$ cat src/mfnh_pkg.sv
// ---------------------------------------------------------------------------
// Marker-framed name header parser: shared package
// Beat types, configuration register map, parser phase encoding and the
// control and status groups passed between the framing and name blocks.
// ---------------------------------------------------------------------------
package mfnh_pkg;

	// Upper bound on the accepted filename length.
	localparam logic [7:0] MAX_NAME_BYTES = 8'd255;

	// Configuration register indexes (byte address is 8 times the index).
	localparam int unsigned REG_IDX_W = 3;
	localparam logic [REG_IDX_W-1:0] REG_OPEN_MARKER  = 3'd0;
	localparam logic [REG_IDX_W-1:0] REG_OPEN_LENGTH  = 3'd1;
	localparam logic [REG_IDX_W-1:0] REG_CLOSE_MARKER = 3'd2;
	localparam logic [REG_IDX_W-1:0] REG_CLOSE_LENGTH = 3'd3;
	localparam logic [REG_IDX_W-1:0] REG_NAME_LIMIT   = 3'd4;

	localparam int unsigned PADDR_W = 6;
	localparam int unsigned PDATA_W = 64;

	// One input beat: a buffer byte and its last flag.
	typedef struct packed {
		logic [7:0] data_byte;
		logic       is_final;
	} in_beat_t;

	// One result beat.
	typedef struct packed {
		logic       found;
		logic [7:0] name_bytes;
		logic [8:0] header_bytes;
	} out_beat_t;

	// Configuration register contents.
	typedef struct packed {
		logic [63:0] open_marker;
		logic [3:0]  open_length;
		logic [63:0] close_marker;
		logic [3:0]  close_length;
		logic [7:0]  name_limit;
	} cfg_t;

	// Parser phase.
	typedef enum logic [1:0] {
		PH_OPEN,
		PH_SCAN,
		PH_DONE
	} phase_t;

	// Control from the framing logic to the name checker.
	typedef struct packed {
		logic       feed;
		logic       clear;
		logic [7:0] data;
	} name_ctl_t;

	// Name status as it stands after this cycle's byte.
	typedef struct packed {
		logic       ok;
		logic [8:0] count;
	} name_stat_t;

endpackage

$ cat src/mfnh_cfg_regs.sv
// ---------------------------------------------------------------------------
// Marker-framed name header parser: configuration registers
// APB-style register file holding the marker and length settings.
// ---------------------------------------------------------------------------
module mfnh_cfg_regs (
	input  logic                          clk,
	input  logic                          arst_n,
	input  logic                          psel,
	input  logic                          penable,
	input  logic                          pwrite,
	input  logic [mfnh_pkg::PADDR_W-1:0]  paddr,
	input  logic [mfnh_pkg::PDATA_W-1:0]  pwdata,
	output logic [mfnh_pkg::PDATA_W-1:0]  prdata,
	output logic                          pready,
	output mfnh_pkg::cfg_t                cfg
);

	mfnh_pkg::cfg_t                    cfg_q;
	logic [mfnh_pkg::REG_IDX_W-1:0]    reg_idx;
	logic                              wr_en;

	assign pready  = 1'b1;
	assign reg_idx = paddr[mfnh_pkg::PADDR_W-1:3];
	assign wr_en   = psel && penable && pwrite;
	assign cfg     = cfg_q;

	// Register writes; indexes past the last register are ignored.
	always_ff @(posedge clk or negedge arst_n) begin
		if (!arst_n) begin
			cfg_q.open_marker  <= '0;
			cfg_q.open_length  <= '0;
			cfg_q.close_marker <= '0;
			cfg_q.close_length <= 4'd1;
			cfg_q.name_limit   <= 8'd255;
		end else if (wr_en) begin
			case (reg_idx)
				mfnh_pkg::REG_OPEN_MARKER:  cfg_q.open_marker  <= pwdata;
				mfnh_pkg::REG_OPEN_LENGTH:  cfg_q.open_length  <= pwdata[3:0];
				mfnh_pkg::REG_CLOSE_MARKER: cfg_q.close_marker <= pwdata;
				mfnh_pkg::REG_CLOSE_LENGTH: cfg_q.close_length <= pwdata[3:0];
				mfnh_pkg::REG_NAME_LIMIT:   cfg_q.name_limit   <= pwdata[7:0];
				default: ;
			endcase
		end
	end

	// Read data mux.
	always_comb begin
		case (reg_idx)
			mfnh_pkg::REG_OPEN_MARKER:  prdata = cfg_q.open_marker;
			mfnh_pkg::REG_OPEN_LENGTH:  prdata = 64'(cfg_q.open_length);
			mfnh_pkg::REG_CLOSE_MARKER: prdata = cfg_q.close_marker;
			mfnh_pkg::REG_CLOSE_LENGTH: prdata = 64'(cfg_q.close_length);
			mfnh_pkg::REG_NAME_LIMIT:   prdata = 64'(cfg_q.name_limit);
			default:                    prdata = '0;
		endcase
	end

endmodule

$ cat src/mfnh_name_check.sv
// ---------------------------------------------------------------------------
// Marker-framed name header parser: filename checker
// Tracks length, last byte and UTF-8 decode state of the name bytes and
// flags forbidden characters and malformed sequences as they stream.
// ---------------------------------------------------------------------------
module mfnh_name_check (
	input  logic                 clk,
	input  logic                 arst_n,
	input  mfnh_pkg::name_ctl_t  ctl,
	output mfnh_pkg::name_stat_t stat
);

	localparam logic [7:0] CH_DOT   = 8'h2e;
	localparam logic [7:0] CH_SPACE = 8'h20;

	typedef struct packed {
		logic [1:0]  rem;
		logic [20:0] acc;
		logic [1:0]  cls;
		logic [8:0]  count;
		logic [7:0]  last;
		logic        dots;
		logic        invalid;
	} name_state_t;

	localparam name_state_t NAME_RESET = '{
		rem: 2'd0, acc: 21'd0, cls: 2'd0, count: 9'd0,
		last: 8'd0, dots: 1'b1, invalid: 1'b0
	};

	name_state_t st_q;
	name_state_t nx;
	logic [7:0]  b;
	logic [20:0] code;
	logic [1:0]  rem_dec;

	// Bytes not allowed in a filename outside a multibyte sequence.
	function automatic logic forbidden(input logic [7:0] v);
		return (v < 8'h20) ||
		       (v inside {8'h7f, 8'h2f, 8'h5c, 8'h3a, 8'h3c, 8'h3e, 8'h22, 8'h7c, 8'h3f, 8'h2a});
	endfunction

	// Smallest code point allowed for each sequence length.
	function automatic logic [20:0] class_min(input logic [1:0] c);
		logic [20:0] m;
		case (c)
			2'd0:    m = 21'h0;
			2'd1:    m = 21'h80;
			2'd2:    m = 21'h800;
			default: m = 21'h10000;
		endcase
		return m;
	endfunction

	assign b       = ctl.data;
	assign code    = {st_q.acc[14:0], b[5:0]};
	assign rem_dec = st_q.rem - 2'd1;

	// Next state for one name byte.
	always_comb begin
		nx = st_q;
		if (ctl.feed) begin
			nx.count = st_q.count + 9'd1;
			nx.last  = b;
			nx.dots  = st_q.dots && (b == CH_DOT);
			if (!st_q.invalid) begin
				if (st_q.rem == 2'd0) begin
					if (forbidden(b)) begin
						nx.invalid = 1'b1;
					end else if (b inside {[8'hc2:8'hdf]}) begin
						nx.rem = 2'd1;
						nx.acc = 21'(b[4:0]);
						nx.cls = 2'd1;
					end else if (b inside {[8'he0:8'hef]}) begin
						nx.rem = 2'd2;
						nx.acc = 21'(b[3:0]);
						nx.cls = 2'd2;
					end else if (b inside {[8'hf0:8'hf4]}) begin
						nx.rem = 2'd3;
						nx.acc = 21'(b[2:0]);
						nx.cls = 2'd3;
					end else if (b >= 8'h80) begin
						nx.invalid = 1'b1;
					end
				end else if (b[7:6] != 2'b10) begin
					nx.invalid = 1'b1;
				end else begin
					nx.acc = code;
					nx.rem = rem_dec;
					// Sequence complete: reject overlongs, surrogates, out of
					// range values and C1 controls.
					if (rem_dec == 2'd0) begin
						if (code < class_min(st_q.cls) || code > 21'h10ffff ||
						    code inside {[21'hd800:21'hdfff]} ||
						    code inside {[21'h80:21'h9f]}) begin
							nx.invalid = 1'b1;
						end
					end
				end
			end
		end
	end

	// Name state register; a new buffer starts from the reset state.
	always_ff @(posedge clk or negedge arst_n) begin
		if (!arst_n) begin
			st_q <= NAME_RESET;
		end else if (ctl.clear) begin
			st_q <= NAME_RESET;
		end else begin
			st_q <= nx;
		end
	end

	// Name acceptance apart from the length limit.
	assign stat.count = nx.count;
	assign stat.ok    = (nx.count != 9'd0) && !nx.invalid && (nx.rem == 2'd0) &&
	                    !(nx.dots && nx.count <= 9'd2) &&
	                    (nx.last != CH_DOT) && (nx.last != CH_SPACE);

endmodule

$ cat src/mfnh_frame.sv
// ---------------------------------------------------------------------------
// Marker-framed name header parser: framing logic
// Matches the opening marker, slides the closing-marker window over the
// buffer, passes name bytes to the checker and decides the result.
// ---------------------------------------------------------------------------
module mfnh_frame #(
	parameter int unsigned MAX_MARKER_BYTES = 8
) (
	input  logic                clk,
	input  logic                arst_n,
	input  logic                step,
	input  mfnh_pkg::in_beat_t  beat,
	input  mfnh_pkg::cfg_t      cfg,
	output logic                emit,
	output mfnh_pkg::out_beat_t result
);

	localparam int unsigned WIN_W   = 8 * MAX_MARKER_BYTES;
	localparam int unsigned MIDX_W  = (MAX_MARKER_BYTES > 1) ? $clog2(MAX_MARKER_BYTES) : 1;
	localparam logic [3:0]  MAX_LEN = 4'(MAX_MARKER_BYTES);

	mfnh_pkg::phase_t     phase_q, phase_nx, phase_eff;
	logic [8:0]           pos_q, pos_nx, pos_eff, pos_inc;
	logic [WIN_W-1:0]     win_q, win_nx, win_eff, win_shift, win_mask;
	logic [3:0]           olen, clen;
	logic [7:0]           lim, want;
	logic [MIDX_W-1:0]    midx;
	logic                 match;
	mfnh_pkg::name_ctl_t  name_ctl;
	mfnh_pkg::name_stat_t name_stat;

	// Effective lengths after clamping.
	assign olen = (cfg.open_length > MAX_LEN) ? MAX_LEN : cfg.open_length;
	assign clen = (cfg.close_length > MAX_LEN) ? MAX_LEN : cfg.close_length;
	assign lim  = (cfg.name_limit > mfnh_pkg::MAX_NAME_BYTES) ?
	              mfnh_pkg::MAX_NAME_BYTES : cfg.name_limit;

	// A shortened opening marker may already be complete.
	always_comb begin
		phase_eff = phase_q;
		pos_eff   = pos_q;
		win_eff   = win_q;
		if (phase_q == mfnh_pkg::PH_OPEN && pos_q >= 9'(olen)) begin
			phase_eff = mfnh_pkg::PH_SCAN;
			pos_eff   = '0;
			win_eff   = '0;
		end
	end

	assign pos_inc = pos_eff + 9'd1;
	assign midx    = pos_eff[MIDX_W-1:0];
	assign want    = cfg.open_marker[8*midx +: 8];

	// Closing window: new byte enters at the top of the active length.
	assign win_mask  = (clen >= MAX_LEN) ? '1 :
	                   ((WIN_W'(1) << (8 * clen)) - WIN_W'(1));
	assign win_shift = ((win_eff >> 8) |
	                   (WIN_W'(beat.data_byte) << (8 * (clen - 4'd1)))) & win_mask;
	assign match     = (pos_inc >= 9'(clen)) &&
	                   (win_shift == (cfg.close_marker[WIN_W-1:0] & win_mask));

	// Decision and next state for one byte.
	always_comb begin
		phase_nx       = phase_eff;
		pos_nx         = pos_eff;
		win_nx         = win_eff;
		emit           = 1'b0;
		result         = '0;
		name_ctl.feed  = 1'b0;
		name_ctl.clear = 1'b0;
		name_ctl.data  = win_eff[7:0];
		if (step) begin
			if (phase_q != mfnh_pkg::PH_DONE) begin
				if (clen == 4'd0) begin
					emit = 1'b1;
				end else if (phase_eff == mfnh_pkg::PH_OPEN) begin
					if (want != beat.data_byte) begin
						emit = 1'b1;
					end else if (pos_inc >= 9'(olen)) begin
						phase_nx = mfnh_pkg::PH_SCAN;
						pos_nx   = '0;
						win_nx   = '0;
					end else begin
						pos_nx = pos_inc;
					end
				end else begin
					name_ctl.feed = (pos_eff >= 9'(clen));
					win_nx        = win_shift;
					if (match) begin
						emit = 1'b1;
						if (name_stat.ok && name_stat.count <= 9'(lim)) begin
							result.found        = 1'b1;
							result.name_bytes   = name_stat.count[7:0];
							result.header_bytes = 9'(olen) + name_stat.count + 9'(clen);
						end
					end else begin
						pos_nx = pos_inc;
						if (pos_inc >= 9'(lim) + 9'(clen)) begin
							emit = 1'b1;
						end
					end
				end
				if (emit) begin
					phase_nx = mfnh_pkg::PH_DONE;
				end
			end
			// The last byte closes the buffer; undecided buffers report here.
			if (beat.is_final) begin
				if (phase_q != mfnh_pkg::PH_DONE) begin
					emit = 1'b1;
				end
				phase_nx       = mfnh_pkg::PH_OPEN;
				pos_nx         = '0;
				win_nx         = '0;
				name_ctl.clear = 1'b1;
			end
		end
	end

	// Framing state registers.
	always_ff @(posedge clk or negedge arst_n) begin
		if (!arst_n) begin
			phase_q <= mfnh_pkg::PH_OPEN;
			pos_q   <= '0;
			win_q   <= '0;
		end else if (step) begin
			phase_q <= phase_nx;
			pos_q   <= pos_nx;
			win_q   <= win_nx;
		end
	end

	mfnh_name_check u_name_check (
		.clk    (clk),
		.arst_n (arst_n),
		.ctl    (name_ctl),
		.stat   (name_stat)
	);

endmodule

$ cat src/marker_framed_name_header_parser_core.sv
// ---------------------------------------------------------------------------
// Marker-framed name header parser core
// Checks a marker-framed filename header at the start of a byte stream and
// reports one result per buffer.
// ---------------------------------------------------------------------------
// Path: the deciding beat passes the input register, and its result is then
// loaded into the result register that drives the output port.
// Throughput: one byte per cycle; every stage takes a new beat each cycle
// while the result register is free or being drained.
// Reset: arst_n clears the pipeline valids, the parser state and the
// configuration registers to their reset values.
module marker_framed_name_header_parser_core #(
	parameter int unsigned MAX_MARKER_BYTES = 8
) (
	input  logic                          clk,
	input  logic                          arst_n,
	input  logic                          src_valid,
	output logic                          src_stall,
	input  mfnh_pkg::in_beat_t            src_beat,
	output logic                          res_valid,
	input  logic                          res_stall,
	output mfnh_pkg::out_beat_t           res_beat,
	input  logic                          psel,
	input  logic                          penable,
	input  logic                          pwrite,
	input  logic [mfnh_pkg::PADDR_W-1:0]  paddr,
	input  logic [mfnh_pkg::PDATA_W-1:0]  pwdata,
	output logic [mfnh_pkg::PDATA_W-1:0]  prdata,
	output logic                          pready
);

	logic                valid_s1;
	mfnh_pkg::in_beat_t  beat_s1;
	logic                res_valid_q;
	mfnh_pkg::out_beat_t res_beat_q;
	logic                res_free;
	logic                step;
	logic                src_take;
	logic                emit;
	mfnh_pkg::out_beat_t result;
	mfnh_pkg::cfg_t      cfg;

	// The stage-one beat moves on whenever the result register can load.
	assign res_free  = !res_valid_q || !res_stall;
	assign step      = valid_s1 && res_free;
	assign src_stall = valid_s1 && !res_free;
	assign src_take  = src_valid && !src_stall;
	assign res_valid = res_valid_q;
	assign res_beat  = res_beat_q;

	// Input register.
	always_ff @(posedge clk or negedge arst_n) begin
		if (!arst_n) begin
			valid_s1 <= 1'b0;
		end else if (src_take) begin
			valid_s1 <= 1'b1;
		end else if (step) begin
			valid_s1 <= 1'b0;
		end
	end

	always_ff @(posedge clk) begin
		if (src_take) begin
			beat_s1 <= src_beat;
		end
	end

	// Result register.
	always_ff @(posedge clk or negedge arst_n) begin
		if (!arst_n) begin
			res_valid_q <= 1'b0;
		end else if (res_free) begin
			res_valid_q <= step && emit;
		end
	end

	always_ff @(posedge clk) begin
		if (step && emit) begin
			res_beat_q <= result;
		end
	end

	mfnh_cfg_regs u_cfg_regs (
		.clk     (clk),
		.arst_n  (arst_n),
		.psel    (psel),
		.penable (penable),
		.pwrite  (pwrite),
		.paddr   (paddr),
		.pwdata  (pwdata),
		.prdata  (prdata),
		.pready  (pready),
		.cfg     (cfg)
	);

	mfnh_frame #(
		.MAX_MARKER_BYTES (MAX_MARKER_BYTES)
	) u_frame (
		.clk    (clk),
		.arst_n (arst_n),
		.step   (step),
		.beat   (beat_s1),
		.cfg    (cfg),
		.emit   (emit),
		.result (result)
	);

endmodule

$ cat config.mk
export PLATFORM = sky130hd
export DESIGN_NAME = marker_framed_name_header_parser_core
export DESIGN_NICKNAME = d
export VERILOG_FILES = /design/src/mfnh_pkg.sv /design/src/mfnh_cfg_regs.sv /design/src/mfnh_name_check.sv /design/src/mfnh_frame.sv /design/src/marker_framed_name_header_parser_core.sv
export SDC_FILE = /design/constraint.sdc
export NUM_CORES = 1
export LEC_CHECK = 0
export CAP_MARGIN = 30
export CORE_AREA = 2 2 228 230
export DETAILED_ROUTE_END_ITERATION = 16
export DIE_AREA = 0 0 230 232
export DONT_BUFFER_PORTS = 1
export GPL_TIMING_DRIVEN = 0
export HOLD_SLACK_MARGIN = 0.05
export PLACE_DENSITY_LB_ADDON = 0.08
export SYNTH_ARGS = -nofsm -noshare
export SYNTH_HDL_FRONTEND = slang
export SYNTH_SLANG_ARGS = --single-unit
$ cat constraint.sdc
create_clock -name clk -period 7.45 [get_ports clk]
set_clock_uncertainty 0.1 [all_clocks]
set_input_delay 0.3725 -clock clk [delete_from_list [all_inputs] [get_ports clk]]
set_output_delay 0.3725 -clock clk [all_outputs]
set_load 0.02 [all_outputs]
==> metrics.md, run 1 <==
| Metric | Value |
|---|---|
| First DRT Iteration DRCs | approximately 1600 |
| CTS root buffer | clkbuf_16 |
| Worst hold path cell count | 4 |
| Final setup TNS | 0 ns |
| Reg2reg setup slack | 0.35 ns |
| Synthesis-stage register bit count | approximately 290 |
| TritonRoute pass-1 iters | 7 |
| Fmax | 141 MHz |
| Max Slew Vio Count | 0 |
| CTS tree | done |
| First-pass GRT wire length | 105000 um |
| Antenna-violating nets left | 0 |
| # fillers | about 5100 |
| Initial Utilization | 0.347 |
| Hold Path Origin | penable |
| Core outline area | 50900 um^2 |
| Die footprint | 53400 um^2 |
| Leak | 8.70 nW |
| Final setup vio count | 0 |
| Vias in the first global route | 15179 |
| Post-synth EDFFs | 27 |
| Later-pin clock latency in the skew report | 0.57 ns |
| Final Cycle Share | 0.953 |
| Share of layout cells above drive strength 1 | 0.163 |
| Most common cell after layout, fill and taps aside | dfrtp_1 |
| Largest net degree at the start of global routing | 260 |
| Crit Path Max Fanout | 19 |
| Seq/Total Area, Yosys | 0.413 |
| Total power | between 6 and 7 mW |
| Total Wirelength | 70600 um |
| Min-Delay Endpoint | u_cfg_regs.cfg[2] |
| Congestion Overflow GR | 0 |
| Clock Sinks | 286 |
| Gpl congestion | 0.926 |
| Primary FF master, synth | dfrtp_1 |
| Outcome | finished, final reports clean |
| Y dimension of the die | 232 um |
| Post-route cell area | ~21000 um^2 |
| Synth top area cells | dfrtp_1, mux2_2, edfxtp_1, a22o_1, ha_1 |
| PwrDens | 309 nW/um^2 |
| WL/cell | 27.3 um |
| Final Hold Viols | 0 |
| Gr usage total | 0.264 |
| Crit end category | register |
| Initial antenna violation count | 0 |
| Layout area overhead | 18.1% |
| DP HPWL | 53000 um |
| Placed cell areas | 18600 um^2 |
| Yosys warning total | 0 |
| Mapped Avg Cell Area | 10.1 um^2 |
| IO Count | 171 |
| WP data required | 7.77 ns |
| Syn_nets | approximately 1900 |
| Hold Crit Class | input pin to register |
| DR DRC count | 0 |
| Worst R2R Path Depth | 31 |
| Post-Syn Area | about 18000 um^2 |
| Worst-margin pin slew | ~1.1 ns |
| Clock-pin slew on the worst setup and hold paths | 0.06 ns |
| # rows | between 80 and 90 |
| Detailed-route via count | 15235 |
| Most frequent cells in the layout | dfrtp_1, mux2_2, nand2_1, clkbuf_1, nor2_1 |
| Cells after Synth | 1745 |
| Max-cap violations | 0 |
| Worst r2r src | u_cfg_regs.cfg[79] |
| Netlist cell types | 97 |
| Asr flop ratio synth | 0.906 |
| Average vias per placed instance | 5.89 |
| Critical path class | register to register |
| Critical-path top delay cell | dfrtp_2 |
| Inserted Clock Buffers | 38 |
| RSZ-0062 raised after global routing | false |
| H-tree levels | 2 |
| Final net count | ~2000 |
| Top-area cell type share of the netlist area | 0.353 |
| Chip width | 230 um |
| RR Endpoint | res_beat[13] |
| Setup crit start kind | register |
| Area leader, netlist | dfrtp_1 |
| Arrival @ worst endpoint | 7.43 ns |
| Port buffer count | 0 |
| Clock tree buffer depth | 3 |
| Max stage delay on crit path | 0.45 ns |
| Peak VDD IR | 0.174 mV |
| Slew headroom | 0.235 |
| Most numerous cell on the critical path | o21a_1 |
| Min Tclk post-route | 7.10 ns |
[layout make-up]
cell class	count	area, um^2	area share
diodes	1	2.50	0.000120
plain buffers	117	553	0.0265
clock inverters	16	231	0.0111
flip-flops and latches	286	7310	0.350
well taps	680	851	0.0408
repair buffers	92	932	0.0447
inverters	75	282	0.0135
clock buffers	52	1030	0.0495
multi-input cells	1266	9670	0.464
[Yosys cell counts, types with 9 or more instances]
cell type,count
a21o_1,25
a21oi_1,82
a221o_1,11
a221oi_1,9
a22o_1,79
a22oi_1,51
a31oi_1,21
a32oi_1,12
and2_1,18
and3_1,19
buf_2,13
clkbuf_1,88
dfrtp_1,249
dfstp_2,10
edfxtp_1,27
ha_1,54
inv_1,73
mux2_2,137
mux2i_1,26
nand2_1,113
nand2b_1,16
nand3_1,40
nand4_1,15
nor2_1,96
nor2_4,9
nor2b_1,12
nor3_1,28
nor4_1,11
nor4b_1,9
o211a_1,10
o211ai_1,22
o21a_1,12
o21ai_0,78
o22ai_1,24
o2bb2ai_1,42
or3_1,16
xnor2_1,29
xor2_1,18
[logic make-up (layout without fill, tap and decap cells)]
logic type               count (synthesis)  in the layout  share of synthesized area
XOR/XNOR                                50             50                     0.0261
multiplexers                           171            171                      0.112
flip-flops                             286            286                      0.413
AO/OA/AOI/OAI                          546            546                      0.228
other                                    1              2                   0.000212
buffers and inverters                  193            352                     0.0458
AND/OR/NAND/NOR                        438            438                      0.130
adder cells (fa/ha/maj)                 60             60                     0.0445
[repair_timing]
action                                  CTS  global route
gates cloned                              0             0
setup buffers                             5             0
endpoints found under the setup margin   87            18
pin swaps                                 4             0
resized for setup                        24             6
hold endpoints to repair                414             0
hold buffers                             79             0
[layer usage]
metal	track usage	vias up	wire length, um	part of all wire
met2	0.425	529	32700	0.46
met4	0.0851	0	2210	0.031
met5	0	-	0	0
li1	-	6858	-	-
met1	0.354	7743	31100	0.44
met3	0.0549	105	4550	0.064
[power breakdown]
part | internal [mW] | switching (mW)
sequential | 1.84 | 0.374
combinational | 0.820 | 1.51
clock | 1.15 | 0.755
total | 3.81 | 2.64
[state kept, by name, indices dropped and copies added, names as in the netlist, 2 cells and up]
signal / count
u_frame.win_q: 64
u_cfg_regs.cfg: 144
u_frame.pos_q: 9
u_frame.u_name_check.code: 15
beat_s1: 9
res_beat: 18
u_frame.phase_q: 2
u_frame.u_name_check.st_q: 23
[worst max-delay path, delay by kind of cell, from the launching register on]
family,cells,cell delay (ns)
adder cells (fa/ha/maj),3,0.90
AND/OR/NAND/NOR,6,0.90
buffers and inverters,8,1.51
XOR/XNOR,1,0.24
flip-flops,1,0.45
AO/OA/AOI/OAI,13,2.85
[per-stage QoR]
| stage | util | hold WS, ns | setup slack, ns | instances |
|---|---|---|---|---|
| final | 0.410 | 0.160 | 0.348 | 2585 |
| after global routing | 0.410 | 0.228 | 0.0245 | 2584 |
| after CTS | 0.409 | 0.137 | 0.0321 | 2584 |
| after detailed placement | 0.365 | 0.0151 | -2.40 | 2432 |
| after global placement | 0.364 | 0.0120 | -2.35 | 2425 |
| after floorplan | - | -0.0231 | 0.733 | 1745 |
[worst max-delay path by stage]
| stage | from | end | slack (ns) | cells past startpoint |
|---|---|---|---|---|
| after floorplan | u_cfg_regs.cfg[79] | res_beat[12] | 0.73 | 32 |
| after global placement | u_cfg_regs.cfg[79] | res_beat[13] | -2.35 | 32 |
| after detailed placement | u_cfg_regs.cfg[79] | res_beat[13] | -2.40 | 32 |
| after CTS | u_cfg_regs.cfg[79] | res_beat[13] | 0.03 | 33 |
| after global routing | u_cfg_regs.cfg[79] | res_beat[16] | 0.02 | 31 |
| final | u_cfg_regs.cfg[79] | res_beat[13] | 0.35 | 31 |
Power figures use the tool's default switching activity.
==> run 2, diff against run 1 <==
--- a/config.mk
+++ b/config.mk
@@ -13,6 +13,7 @@
 export GPL_TIMING_DRIVEN = 0
 export HOLD_SLACK_MARGIN = 0.05
 export PLACE_DENSITY_LB_ADDON = 0.08
+export RECOVER_POWER = 25
 export SYNTH_ARGS = -nofsm -noshare
 export SYNTH_HDL_FRONTEND = slang
 export SYNTH_SLANG_ARGS = --single-unit
==> run 2 against run 1 <==
- power about the same
- the flow now finishes with violations (max-capacitance violations, max-slew violations)
- worst hold slack worse by 0.0026 ns
- non-clock buffer count unchanged
- combinational power hardly changed
- final cell count is the same
- count of clock-buffer cells in the layout stayed put
- clock power is essentially flat
- fmax shrank 0.21%
- flip-flop and latch count is the same
- die area did not move
- utilization shrank 0.059 points
==> metrics.md, run 2 (same netlist as run 1, synthesis figures left out) <==
| Metric | Value |
|---|---|
| Outcome | complete, but fails checks |
| Violated checks | max-capacitance violations, max-slew violations |
| Most common cell after layout, fill and taps aside | dfrtp_1 |
| Core outline area | approximately 50000 um^2 |
| Final Cycle Share | 0.955 |
| Final Hold Viols | 0 |
| Buffers & Inverters on Critical Path | 8 |
| Share of layout cells above drive strength 1 | 0.162 |
| Min Tclk post-route | roughly 7 ns |
| Max stage delay on crit path | 0.45 ns |
| TritonRoute pass-1 iters | 5 |
| Fmax | 141 MHz |
| Peak VDD IR | 0.173 mV |
| Critical-path top delay cell | dfrtp_2 |
| Average vias per placed instance | 5.91 |
| DR DRC count | 0 |
| Total power | between 6 and 7 mW |
| First-pass GRT wire length | 105000 um |
| Hold Crit Class | input pin to register |
| Reg2reg setup slack | between 0.3 and 0.4 ns |
| Vias in the first global route | 15179 |
| RSZ-0062 raised after global routing | false |
| Detailed-route via count | 15273 |
| IO Count | 171 |
| DP HPWL | 53000 um |
| Worst r2r src | u_cfg_regs.cfg[79] |
| H-tree levels | 2 |
| Clock-pin slew on the worst setup and hold paths | 0.06 ns |
| First DRT Iteration DRCs | roughly 1500 |
| Slew headroom | -2.66 |
| Critical path class | register to register |
| Clock Sinks | around 290 |
| Placed cell areas | about 19000 um^2 |
| Critical path's top delay family | compound AO/OA/AOI/OAI gates |
| Worst-margin pin slew | 5.48 ns |
| Max Slew Vio Count | 94 |
| Max-cap violations | 1 |
| Largest net degree at the start of global routing | 260 |
| Clock tree buffer depth | 3 |
| Arrival @ worst endpoint | 7.44 ns |
| Gr usage total | 0.264 |
| Non-filler cells, final | 2585 |
| Leak | 8.68 nW |
| Chip width | 230 um |
| Post-route cell area | 20800 um^2 |
| DP Cell Count | about 2400 |
| Most frequent cells in the layout | dfrtp_1, mux2_2, nand2_1, clkbuf_1, nor2_1 |
| Most numerous cell on the critical path | o21a_1 |
| Crit end category | register |
| RR Endpoint | res_beat[15] |
| Worst R2R Path Depth | 31 |
| Layout area overhead | 17.9% |
| Hold Slack | around 0.16 ns |
| Max FFs per register | 144 |
| Crit Path Max Fanout | 19 |
| Initial Utilization | 0.347 |
| Port buffer count | 0 |
| WL/cell | 27.3 um |
| Inserted Clock Buffers | 38 |
| CTS root buffer | clkbuf_16 |
| Min-Delay Endpoint | u_cfg_regs.cfg[2] |
| Total Wirelength | 70600 um |
| Setup crit start kind | register |
| PwrDens | 310 nW/um^2 |
| CTS tree | done |
| Die footprint | approximately 53000 um^2 |
| Final setup vio count | 0 |
| Worst hold path cell count | 4 |
| # rows | 83 |
| Y dimension of the die | 232 um |
| Antenna-violating nets left | 0 |
| Final net count | 2021 |
| Later-pin clock latency in the skew report | between 0.5 and 0.6 ns |
| Congestion Overflow GR | 0 |
| WP data required | 7.77 ns |
| Hold Path Origin | penable |
| Gpl congestion | between 0.9 and 1 |
| Initial antenna violation count | 0 |
-- run 2: changes by cell type in the layout (fill, tap and decap cells not counted), sizes merged --
cell,delta
clkbuf,+2
buf,-2
-- run 2: per-layer routing --
layer | vias up | track usage | part of all wire
li1 | 6848 | - | -
met1 | 7762 | 0.354 | 0.44
met2 | 558 | 0.425 | 0.46
met3 | 105 | 0.0549 | 0.068
met4 | 0 | 0.0851 | 0.031
met5 | - | 0 | 0
-- run 2: worst max-delay path by stage --
stage               depth (start not counted)                from      endpoint  slack, ns
finish                                     31  u_cfg_regs.cfg[79]  res_beat[15]       0.33
global route                               31  u_cfg_regs.cfg[79]  res_beat[16]       0.02
CTS                                        33  u_cfg_regs.cfg[79]  res_beat[13]       0.03
detailed placement                         32  u_cfg_regs.cfg[79]  res_beat[13]      -2.40
global placement                           32  u_cfg_regs.cfg[79]  res_beat[13]      -2.35
floorplan                                  32  u_cfg_regs.cfg[79]  res_beat[12]       0.73
-- run 2: power breakdown --
part | internal, mW | total, mW | switching (mW)
logic | 0.819 | 2.33 | 1.51
registers | 1.84 | 2.22 | 0.374
clock network | 1.15 | 1.91 | 0.757
-- run 2: cell type report --
cell class | instances | area, um^2
multi-input combinational | 1266 | 9670
inverter | 75 | 282
clock inverter | 16 | 231
sequential | 286 | 7310
tap | 680 | 851
fill | 5076 | 30100
timing repair buffer | 92 | 908
clock buffer | 52 | 1030
buffer | 117 | 553
antenna | 1 | 2.50
-- run 2: what timing repair did --
action                                 CTS  global route
resized for setup                       24             6
setup endpoints to repair               87            18
setup buffers                            5             0
hold buffers                            79             0
gates cloned                             0             0
endpoints found under the hold margin  414             0
pin swaps                                4             0
-- run 2: through the flow --
step | setup TNS (ns) | utilization | setup WS (ns)
4_1_cts | 0 | 0.409 | 0.0321
3_3_place_gp | -140.87 | 0.364 | -2.35
2_1_floorplan | 0 | - | 0.733
6_report | 0 | 0.409 | 0.333
5_1_grt | 0 | 0.409 | 0.0245
3_5_place_dp | -71.34 | 0.365 | -2.40
-- run 2: tightest hold or removal path, cell delays in order --
cell and delay [ns]:
and4_1 0.12, clkbuf_1 0.15, nand2_1 0.09, o21ai_0 0.07
==> run 3, diff against run 2 <==
--- a/config.mk
+++ b/config.mk
@@ -6,14 +6,16 @@
 export NUM_CORES = 1
 export LEC_CHECK = 0
 export CAP_MARGIN = 30
-export CORE_AREA = 2 2 228 230
+export CORE_AREA = 2 2 230 232
 export DETAILED_ROUTE_END_ITERATION = 16
-export DIE_AREA = 0 0 230 232
+export DIE_AREA = 0 0 232 234
 export DONT_BUFFER_PORTS = 1
 export GPL_TIMING_DRIVEN = 0
 export HOLD_SLACK_MARGIN = 0.05
 export PLACE_DENSITY_LB_ADDON = 0.08
 export RECOVER_POWER = 25
+export REMOVE_ABC_BUFFERS = 1
 export SYNTH_ARGS = -nofsm -noshare
 export SYNTH_HDL_FRONTEND = slang
+export SYNTH_HIERARCHICAL = 1
 export SYNTH_SLANG_ARGS = --single-unit
==> run 3 against run 2 <==
- the run still ends with max-capacitance violations, max-slew violations left
- die area rose by 1.7%
- sequential share of layout area down 0.11 points
- wire length up 0.99%
- final area is 0.34% higher
- count of clock-buffer cells in the layout is 2 lower
- final cell count is 3.7% lower
- utilization fell by 0.76 points
- via count down 1.7%
- critical path depth down 7
- critical path type unchanged
==> metrics.md, run 3 <==
| Metric | Value |
|---|---|
| Synthesis-stage register bit count | approximately 290 |
| Combinational fraction of design power | 0.387 |
| Chip width | 232 um |
| Cells after Synth | 1727 |
| DP Cell Count | 2340 |
| Clock tree buffer depth | 3 |
| Hold Crit Class | input pin to register |
| Final setup TNS | 0 ns |
| Final setup vio count | 0 |
| DR DRC count | 0 |
| Initial Utilization | 0.346 |
| Core outline area | about 52000 um^2 |
| Post-Syn Area | 18000 um^2 |
| Die footprint | approximately 54000 um^2 |
| Setup crit end | res_beat[11] |
| Non-filler cells, final | 2489 |
| Crit end category | register |
| Max stage delay on crit path | 0.62 ns |
| CTS tree | done |
| Seq/Total Area, Yosys | 0.405 |
| Later-pin clock latency in the skew report | 0.56 ns |
| WL/cell | 28.7 um |
| Min Tclk post-route | 7.03 ns |
| H-tree levels | 2 |
| Clock group share of total power | 0.289 |
| Most frequent cells in the layout | dfrtp_1, nor2_1, mux2_2, nand2_1, a22o_1 |
| Outcome | complete, but fails checks |
| Critical Path Start | u_frame/pos_q[0] |
| Fmax | 142 MHz |
| Gpl congestion | around 0.97 |
| Final Cycle Share | 0.943 |
| RR Endpoint | res_beat[11] |
| Share of layout cells above drive strength 1 | 0.152 |
| Critical path's top delay family | simple AND/OR/NAND/NOR gates |
| Final Hold Viols | 0 |
| Post-route cell area | 20900 um^2 |
| Final net count | 1914 |
| Largest net degree at the start of global routing | 260 |
| Placed cell areas | 18900 um^2 |
| Arrival @ worst endpoint | 7.18 ns |
| Gr usage total | 0.261 |
| Setup crit start kind | register |
| Int Pwr | 4.00 mW |
| CTS root buffer | clkbuf_16 |
| DP HPWL | 51900 um |
| Total power | 6.76 mW |
| Synth top area cells | dfrtp_1, mux2_2, mux2_4, edfxtp_1, a22o_1 |
| Congestion Overflow GR | 0 |
| IO Count | 171 |
| Layout area overhead | 16.0% |
| Top-count cell post-synth | dfrtp_1 |
| Seq pwr share | 0.324 |
| First-pass GRT wire length | 104000 um |
| Average vias per placed instance | 6.03 |
| Max Slew Vio Count | 136 |
| Top-area cell type share of the netlist area | 0.346 |
| Worst r2r src | u_frame/pos_q[0] |
| Critical path class | register to register |
| Reg2reg setup slack | ~0.42 ns |
| Port buffer count | 0 |
| Mapped Avg Cell Area | about 10 um^2 |
| TritonRoute pass-1 iters | 7 |
| Clock Sinks | 286 |
| Asr flop ratio synth | 0.906 |
| Initial antenna violation count | 1 |
| First DRT Iteration DRCs | 1365 |
| Yosys warning total | 6 |
| Violated checks | max-capacitance violations, max-slew violations |
| Total Wirelength | 71300 um |
| Crit Path Max Fanout | 24 |
| Buffers & Inverters on Critical Path | 5 |
| RSZ-0062 raised after global routing | false |
| Post-synth EDFFs | 27 |
| PwrDens | 323 nW/um^2 |
| Y dimension of the die | 234 um |
| Slew headroom | -1.43 |
| Vias in the first global route | 15185 |
| Worst R2R Path Depth | 24 |
| Sw frac | 0.409 |
| Max FFs per register | 144 |
| Max-cap violations | 5 |
| Leak | 8.91 nW |
| Crit-path cells | buf_16 -> inv_1 -> ha_1 -> nor2b_1 -> o21ai_1 -> a21oi_4 -> buf_12 -> nand2_1 -> inv_1 -> ha_2 -> and3_1 -> and2_1 -> nor4b_2 -> or3_1 -> o32ai_1 -> or4_4 -> nor4_4 -> nand4b_4 -> nand2_2 -> o21bai_1 -> a21oi_1 -> nand2_1 -> a21oi_2 -> buf_8 |
| Most common cell after layout, fill and taps aside | dfrtp_1 |
| # diodes | 0 |
| Primary FF master, synth | dfrtp_1 |
| NetSw | 2.76 mW |
| Netlist cell types | approximately 100 |
| WP data required | 7.60 ns |
| Clock-pin slew on the worst setup and hold paths | 0.06 ns |
| Critical-path top delay cell | dfrtp_4 |
| Worst-margin pin slew | 3.64 ns |
| Area leader, netlist | dfrtp_1 |
| Detailed-route via count | about 15000 |
| Peak VDD IR | 0.177 mV |
| Instance count on the critical path | 24 |
| # rows | 84 |
| Top post-synthesis cells by count | dfrtp_1, nor2_1, mux2_2, nand2_1, a22o_1 |
| Inserted Clock Buffers | 38 |
| Antenna-violating nets left | 0 |
run 3: cell types whose count changed in the layout (fill, tap and decap cells not counted), moves of 23 or more:
| cell | before | now |
|---|---|---|
| nand2_1 | 112 | 89 |
| mux2_2 | 137 | 90 |
| a22oi_1 | 51 | 23 |
| mux2_1 | 0 | 28 |
| mux2_4 | 0 | 37 |
| nor2b_1 | 11 | 37 |
| o21ai_0 | 78 | 45 |
| clkbuf_1 | 98 | 12 |
run 3: cell type report:
type,instances,area [um^2]
Inverter,67,251
Timing Repair Buffer,114,1300
Fill cell,5105,31100
Clock inverter,15,253
Multi-Input combinational cell,1269,9890
Clock buffer,50,1040
Tap cell,688,861
Sequential cell,286,7310
run 3: how the worst min path moves through the flow:
| stage | from | slack [ns] | to | cells past startpoint |
|---|---|---|---|---|
| floorplan | arst_n | -0.02 | res_valid | 0 |
| finish | res_stall | 0.11 | res_beat[1] | 2 |
| global placement | arst_n | -0.004 | u_cfg_regs/cfg[112] | 0 |
| CTS | res_stall | 0.11 | res_beat[1] | 2 |
| global route | res_stall | 0.11 | res_beat[1] | 2 |
| detailed placement | arst_n | -0.001 | u_cfg_regs/cfg[112] | 0 |
run 3: cells by family after synthesis:
family,count (synthesis),synth area share
flip-flops,286,0.405
AO/OA/AOI/OAI,511,0.216
buffers and inverters,173,0.0427
AND/OR/NAND/NOR,465,0.141
XOR/XNOR,49,0.0238
multiplexers,187,0.131
other,1,0.000208
adder cells (fa/ha/maj),55,0.0403
run 3: repair_timing:
action / 4_1_cts / 5_1_grt
endpoints found under the hold margin: 414 / 0
pin swaps: 1 / 0
setup endpoints to repair: 18 / 18
hold buffers: 79 / 0
gates resized for setup: 3 / 3
cloned: 1 / 0
setup buffers: 1 / 0
run 3: layer usage:
layer | track usage | vias to the layer above | wire length (um)
li1 | - | 6638 | -
met1 | 0.352 | 7716 | 31800
met2 | 0.411 | 538 | 32200
met3 | 0.0576 | 121 | 4840
met4 | 0.0933 | 2 | 2510
met5 | 0 | - | 13
run 3: power by group through the flow:
stage | registers (mW) | logic [mW] | clock network (mW)
after detailed placement | 2.22 | 2.47 | 0
after global placement | 2.23 | 2.31 | 0
after floorplan | 2.05 | 1.59 | 0
after CTS | 2.19 | 2.57 | 2.00
final | 2.19 | 2.62 | 1.96
after global routing | 2.22 | 2.79 | 2.07
run 3: per-stage QoR:
stage	util	setup slack, ns	hold slack, ns
after detailed placement	0.363	-0.451	-0.00122
final	0.402	0.424	0.114
after global routing	0.402	0.0550	0.111
after CTS	0.404	0.0731	0.106
after global placement	0.353	-3.99	-0.00405
after floorplan	-	-0.105	-0.0231
